===== config.mk =====
export PLATFORM = sky130hd
export DESIGN_NAME = motor_output_desaturator
export DESIGN_NICKNAME = d
export VERILOG_FILES = /design/src/dsat_pkg.sv /design/src/dsat_cfg.sv /design/src/dsat_stage.sv /design/src/motor_output_desaturator.sv
export SDC_FILE = /design/constraint.sdc
export NUM_CORES = 2
export LEC_CHECK = 0
export BUFFER_PORTS_ARGS = -buffer_cell sky130_fd_sc_hd__buf_2
export CAP_MARGIN = 25
export CORE_ASPECT_RATIO = 0.5
export CORE_MARGIN = 2
export CORE_UTILIZATION = 40
export CTS_CLUSTER_SIZE = 16
export DETAILED_ROUTE_END_ITERATION = 6
export SETUP_SLACK_MARGIN = 0.05
export SYNTH_ARGS = -nofsm -noshare
export SYNTH_HDL_FRONTEND = slang
export SYNTH_SLANG_ARGS = --single-unit

===== constraint.sdc =====
create_clock -name clk -period 28.9 [get_ports clk]
set_input_delay 2.89 -clock clk [delete_from_list [all_inputs] [get_ports clk]]
set_output_delay 2.89 -clock clk [all_outputs]
set_load 0.005 [all_outputs]

===== src/dsat_pkg.sv =====
`default_nettype none
// ----------------------------------------------------------------------------
// dsat_pkg
// Shared types, constants, and the sign-extension and clamp-step functions of
// the motor output desaturator.
// ----------------------------------------------------------------------------
package dsat_pkg;

  localparam int MOTOR_COUNT = 4;
  localparam int IN_W        = 16;
  localparam int VAL_W       = 20;
  localparam int LIMIT_W     = 12;

  localparam logic [LIMIT_W-1:0] UPPER_RESET = 12'd2000;
  localparam logic [LIMIT_W-1:0] LOWER_RESET = 12'd100;

  // register indexes of the configuration port
  localparam logic REG_UPPER = 1'b0;
  localparam logic REG_LOWER = 1'b1;

  typedef logic signed [IN_W-1:0]    in_val_t;
  typedef logic signed [VAL_W-1:0]   mval_t;
  typedef mval_t [MOTOR_COUNT-1:0]   motors_t;
  typedef logic [LIMIT_W-1:0]        limit_t;

  typedef struct packed {
    logic       upper;  // 1: clamp from above, 0: clamp from below
    logic [1:0] motor;
  } step_t;

  typedef struct packed {
    limit_t upper;
    limit_t lower;
  } limits_t;

  localparam step_t STEP_U1 = '{upper: 1'b1, motor: 2'd0};
  localparam step_t STEP_U2 = '{upper: 1'b1, motor: 2'd1};
  localparam step_t STEP_U3 = '{upper: 1'b1, motor: 2'd2};
  localparam step_t STEP_U4 = '{upper: 1'b1, motor: 2'd3};
  localparam step_t STEP_L1 = '{upper: 1'b0, motor: 2'd0};
  localparam step_t STEP_L2 = '{upper: 1'b0, motor: 2'd1};
  localparam step_t STEP_L3 = '{upper: 1'b0, motor: 2'd2};
  localparam step_t STEP_L4 = '{upper: 1'b0, motor: 2'd3};

  function automatic mval_t sext_in(input in_val_t v);
    return mval_t'({{(VAL_W-IN_W){v[IN_W-1]}}, v});
  endfunction

  // One clamp step. In both directions the others move by (limit - value).
  function automatic motors_t clamp_step(input motors_t m, input step_t s,
                                         input limit_t lim);
    mval_t   lim_s;
    mval_t   cur;
    mval_t   d;
    logic    hit;
    motors_t r;
    lim_s = mval_t'({{(VAL_W-LIMIT_W){1'b0}}, lim});
    cur   = m[s.motor];
    d     = lim_s - cur;
    hit   = s.upper ? (cur > lim_s) : (cur < lim_s);
    r     = m;
    if (hit) begin
      for (int j = 0; j < MOTOR_COUNT; j++) begin
        if (j == int'(s.motor)) begin
          r[j] = lim_s;
        end else begin
          r[j] = m[j] + d;
        end
      end
    end
    return r;
  endfunction

endpackage
`default_nettype wire


===== src/dsat_cfg.sv =====
`default_nettype none
// ----------------------------------------------------------------------------
// dsat_cfg
// Limit registers of the desaturator, written through a plain write port.
// ----------------------------------------------------------------------------
module dsat_cfg (
  input  wire logic                   clk,
  input  wire logic                   rst,
  input  wire logic                   write_en,
  input  wire logic                   write_index,
  input  wire dsat_pkg::limit_t       write_data,
  output dsat_pkg::limits_t           limits
);
  import dsat_pkg::*;

  limits_t regs;

  always_ff @(posedge clk) begin
    if (rst) begin
      regs.upper <= UPPER_RESET;
      regs.lower <= LOWER_RESET;
    end else if (write_en) begin
      unique case (write_index)
        REG_UPPER: regs.upper <= write_data;
        REG_LOWER: regs.lower <= write_data;
        default:   regs       <= regs;
      endcase
    end
  end

  assign limits = regs;

  a_reset_values: assert property (@(posedge clk)
    rst |=> (regs.upper == UPPER_RESET) && (regs.lower == LOWER_RESET))
    else $error("limit registers not at reset values");

  a_upper_write: assert property (@(posedge clk) disable iff (rst)
    write_en && (write_index == REG_UPPER) |=> regs.upper == $past(write_data))
    else $error("upper limit write lost");

  a_no_write_hold: assert property (@(posedge clk) disable iff (rst)
    !write_en |=> $stable(regs))
    else $error("limit registers changed without a write");

endmodule
`default_nettype wire


===== src/dsat_stage.sv =====
`default_nettype none
// ----------------------------------------------------------------------------
// dsat_stage
// One pipeline stage: two consecutive clamp steps followed by a register,
// with valid/stall flow control.
// ----------------------------------------------------------------------------
module dsat_stage (
  input  wire logic                clk,
  input  wire logic                rst,
  input  wire dsat_pkg::step_t     step_a,
  input  wire dsat_pkg::step_t     step_b,
  input  wire dsat_pkg::limits_t   limits,
  input  wire logic                up_valid,
  output logic                     up_stall,
  input  wire dsat_pkg::motors_t   up_motors,
  output logic                     down_valid,
  input  wire logic                down_stall,
  output dsat_pkg::motors_t        down_motors
);
  import dsat_pkg::*;

  logic    valid;
  motors_t motors;
  motors_t mid;
  motors_t motors_next;
  limit_t  lim_a;
  limit_t  lim_b;
  logic    load;

  assign lim_a = step_a.upper ? limits.upper : limits.lower;
  assign lim_b = step_b.upper ? limits.upper : limits.lower;

  always_comb begin
    mid         = clamp_step(up_motors, step_a, lim_a);
    motors_next = clamp_step(mid, step_b, lim_b);
  end

  // take a new beat when the register is empty or being drained
  assign load     = !valid || !down_stall;
  assign up_stall = !load;

  always_ff @(posedge clk) begin
    if (rst) begin
      valid <= 1'b0;
    end else if (load) begin
      valid <= up_valid;
    end
  end

  always_ff @(posedge clk) begin
    if (load && up_valid) begin
      motors <= motors_next;
    end
  end

  assign down_valid  = valid;
  assign down_motors = motors;

  a_empty_after_reset: assert property (@(posedge clk)
    rst |=> !valid)
    else $error("stage holds a beat after reset");

  a_hold_on_stall: assert property (@(posedge clk) disable iff (rst)
    valid && down_stall |=> valid && $stable(motors))
    else $error("stalled beat changed or dropped");

  a_fill_when_empty: assert property (@(posedge clk) disable iff (rst)
    up_valid && !valid |=> valid)
    else $error("beat offered to an empty stage was not taken");

endmodule
`default_nettype wire


===== src/motor_output_desaturator.sv =====
`default_nettype none
// ----------------------------------------------------------------------------
// motor_output_desaturator
// Air-mode style desaturation of four quadcopter motor commands.
// ----------------------------------------------------------------------------
// Input channel: in_valid / in_stall with motor_1_in..motor_4_in (16-bit
// signed). Output channel: out_valid / out_stall with motor_1_out..
// motor_4_out (20-bit signed). A beat moves when valid is high and stall low.
// The limits are set through write_en / write_index / write_data (index 0:
// upper limit, index 1: lower limit); write them only while the block is
// empty.
// Four upper clamps run first, then four lower clamps, two per stage, so the
// pipeline has four register stages, which a beat passes through in order.
// One beat enters per cycle while in_stall is low; the stage count of the
// clamp chain sets the latency.
// Reset empties every stage and loads upper limit 2000, lower limit 100.
// While out_stall is high the output beat holds; stages behind it keep
// filling, and in_stall rises once all four stages hold a beat.
// ----------------------------------------------------------------------------
module motor_output_desaturator (
  input  wire logic              clk,
  input  wire logic              rst,
  input  wire logic              write_en,
  input  wire logic              write_index,
  input  wire dsat_pkg::limit_t  write_data,
  input  wire logic              in_valid,
  output logic                   in_stall,
  input  wire dsat_pkg::in_val_t motor_1_in,
  input  wire dsat_pkg::in_val_t motor_2_in,
  input  wire dsat_pkg::in_val_t motor_3_in,
  input  wire dsat_pkg::in_val_t motor_4_in,
  output logic                   out_valid,
  input  wire logic              out_stall,
  output dsat_pkg::mval_t        motor_1_out,
  output dsat_pkg::mval_t        motor_2_out,
  output dsat_pkg::mval_t        motor_3_out,
  output dsat_pkg::mval_t        motor_4_out
);
  import dsat_pkg::*;

  localparam int STAGES = 4;

  limits_t limits;
  motors_t in_motors;
  logic    valid_s [STAGES+1];
  logic    stall_s [STAGES+1];
  motors_t motors_s [STAGES+1];

  localparam step_t STEP_A [STAGES] = '{STEP_U1, STEP_U3, STEP_L1, STEP_L3};
  localparam step_t STEP_B [STAGES] = '{STEP_U2, STEP_U4, STEP_L2, STEP_L4};

  dsat_cfg u_cfg (
    .clk         (clk),
    .rst         (rst),
    .write_en    (write_en),
    .write_index (write_index),
    .write_data  (write_data),
    .limits      (limits)
  );

  assign in_motors[0] = sext_in(motor_1_in);
  assign in_motors[1] = sext_in(motor_2_in);
  assign in_motors[2] = sext_in(motor_3_in);
  assign in_motors[3] = sext_in(motor_4_in);

  assign valid_s[0]  = in_valid;
  assign motors_s[0] = in_motors;
  assign in_stall    = stall_s[0];

  for (genvar k = 0; k < STAGES; k++) begin : g_stage
    dsat_stage u_stage (
      .clk         (clk),
      .rst         (rst),
      .step_a      (STEP_A[k]),
      .step_b      (STEP_B[k]),
      .limits      (limits),
      .up_valid    (valid_s[k]),
      .up_stall    (stall_s[k]),
      .up_motors   (motors_s[k]),
      .down_valid  (valid_s[k+1]),
      .down_stall  (stall_s[k+1]),
      .down_motors (motors_s[k+1])
    );
  end

  assign stall_s[STAGES] = out_stall;
  assign out_valid       = valid_s[STAGES];
  assign motor_1_out     = motors_s[STAGES][0];
  assign motor_2_out     = motors_s[STAGES][1];
  assign motor_3_out     = motors_s[STAGES][2];
  assign motor_4_out     = motors_s[STAGES][3];

endmodule
`default_nettype wire

==> flow_summary.yaml <==
setup_path:
  end_kind: "register"
  crit_path_max_fanout: 44
  criticalPathCategory: "register to register"
  crit_slowest_cell: "dfxtp_1"
  crit_required_ns: 29.22
  critPathMaxStageDelay_ns: 0.57
  worstPathArrival_ns: 10.80
  cpMostUsedCell: "o21ai_0"
  cp-start-kind: "register"
sta:
  rsz0062_at_grt: "no"
  hold_viol: 0
  timing.final.crit_share: 0.363
  fin_crit_ns: 10.49
  slew_violations: 0
  timing.fmax_mhz: 95.3
  setup_violations: 0
  slew_headroom: 0.268
  tightest_slew_ns: 1.07
  setup_tns_ns: 0
  finClkSkew_ns: 0.0303
yosys:
  synth_edf_count: 318
  yosysSeqAreaShare: 0.240
  ys_ff_latch: 346
  synth_ff_type: "edfxtp_1"
  synthDistinctLibCells: 99
  synth_area_um2: 42100
  postSynth.asyncResetShare: 0
  netlist_instances: 5165
  syn_avg_cell_area_um2: 8.15
  yosysWarnings: 0
cells_and_area:
  area_delta_synth_final_pct: 8.80
  drive_above_1_share: 0.0759
  layout.cells.most_common: "nand2_1"
  final_cell_mix: "nand2_1 (562), ha_1 (548), nor2_1 (502)"
  num-nets-final: 5931
detailed_routing:
  ant_nets: 0
  totalWireLength_mm: 123
  remaining_drc_errors: 0
  viasPerCell: 5.58
  dr.pass1.iters: 5
  vias: 37500
  wl_per_cell_um: 18.3
  drt_iter0_markers: 2808
floorplan:
  dieWidth_um: 463
  rows: 84
  die-area_um2: 108000
  start_util: 0.402
  io_pins: 164
  core_um2: 105000
  die_h_um: 233
clocking:
  cts.clk_slew.worst_paths_ns: 0.06
  hold_buffers: 0
  cts_resized: 0
  clk_latency_ns: 0.59
  clk_path_buf_depth: 3
  cts_inserted_buffers: 39
  cts-root-buf: "clkbuf_16"
  cts.sinks: 346
  h-tree-depth: 2
  cts_setup_buffers: 0
  cts_tree: "built"
global_routing:
  grt_antenna_before_repair: 0
  grt.overflow.total: 0
  grt_pass1_vias: 35900
  grt_start_max_net_pins: 91
  grt_first_pass_wirelength_mm: 192
  grt.total_usage: 0.221
placed_design:
  dp_hpwl_mm: 101
  io_buffers: 163
  gp_congestion: 0.917
outcome:
  outcome: "completed"
run:
  maxCapViolations: 0
hold_path:
  hold_path.class: "register to register"
-- stage by stage --
stage	worst slack (ns)	area, um^2	hold slack, ns	std cells	utilization
2_1_floorplan	19.33	42100	0.436	5166	-
6_report	18.41	45800	0.479	6717	0.438
5_1_grt	17.51	45800	0.507	6716	0.438
3_5_place_dp	18.30	44600	0.467	6645	0.426
4_1_cts	18.47	45800	0.481	6715	0.438
3_3_place_gp	18.56	44600	0.451	6644	0.426
-- final timing paths --
| check | startpoint | endpoint | slack, ns | depth (start not counted) |
|---|---|---|---|---|
| setup reg to reg | u_cfg.limits[13]$_SDFFE_PP0P_ | g_stage[1].u_stage.down_motors[59]$_DFFE_PP_ | 18.41 | 43 |
| hold / removal | u_cfg.limits[0]$_SDFFE_PP0P_ | u_cfg.limits[0]$_SDFFE_PP0P_ | 0.48 | 2 |
| setup / recovery | u_cfg.limits[13]$_SDFFE_PP0P_ | g_stage[1].u_stage.down_motors[59]$_DFFE_PP_ | 18.41 | 43 |
| hold reg to reg | u_cfg.limits[0]$_SDFFE_PP0P_ | u_cfg.limits[0]$_SDFFE_PP0P_ | 0.48 | 2 |
-- cell usage after synthesis, types with 65 or more instances --
cell	count	area, um^2
xor2_1	180	1580
mux2_2	65	732
a21o_1	114	856
o21a_1	67	503
nor2_1	503	1890
o31ai_1	83	623
nand3_1	92	460
edfxtp_1	318	9550
nor3_1	130	651
o21ai_0	397	1990
a21oi_1	412	2060
nor2b_1	88	551
clkbuf_1	111	417
xnor2_1	309	2710
inv_1	283	1060
nand2_1	562	2110
ha_1	549	6870
-- layout make-up --
cell class,instances,area (um^2)
Inverter,287,1080
Timing Repair Buffer,202,1110
Fill cell,10400,58900
Antenna cell,1,2.50
Tap cell,1419,1780
Clock buffer,50,1060
Multi-Input combinational cell,4392,30500
Sequential cell,346,10100
Clock inverter,20,183
-- metal layers --
layer,vias up,GRT usage,wire length [um]
met4,0,0.0400,1910
met5,-,0,0
met2,759,0.366,54400
met1,17600,0.320,62000
met3,104,0.0145,4790
li1,19000,-,-
-- sequential cells by signal, summed over array words and instances, names as in the netlist --
| register | cells |
|---|---|
| u_cfg.limits | 24 |
| g_stage.u_stage.down_valid | 4 |
| g_stage.u_stage.down_motors | 318 |
-- logic make-up after synthesis --
logic type / synth area share
fa+ha+maj: 0.179
mux: 0.0240
compound gates: 0.228
other cells: 0.0000891
flops: 0.240
xor+xnor: 0.102
buf+inv: 0.0388
simple gates: 0.188
-- critical path: cells and delay by family (launching register included) --
family | cells | cell delay (ns)
AO/OA/AOI/OAI | 21 | 4.41
adder cells (fa/ha/maj) | 4 | 1.53
XOR/XNOR | 3 | 0.50
flip-flops | 1 | 0.57
AND/OR/NAND/NOR | 11 | 2.10
buffers and inverters | 4 | 1.07
Power is not shown: default switching activity piles up to over one toggle a cycle in this logic, so the estimate is an artifact.
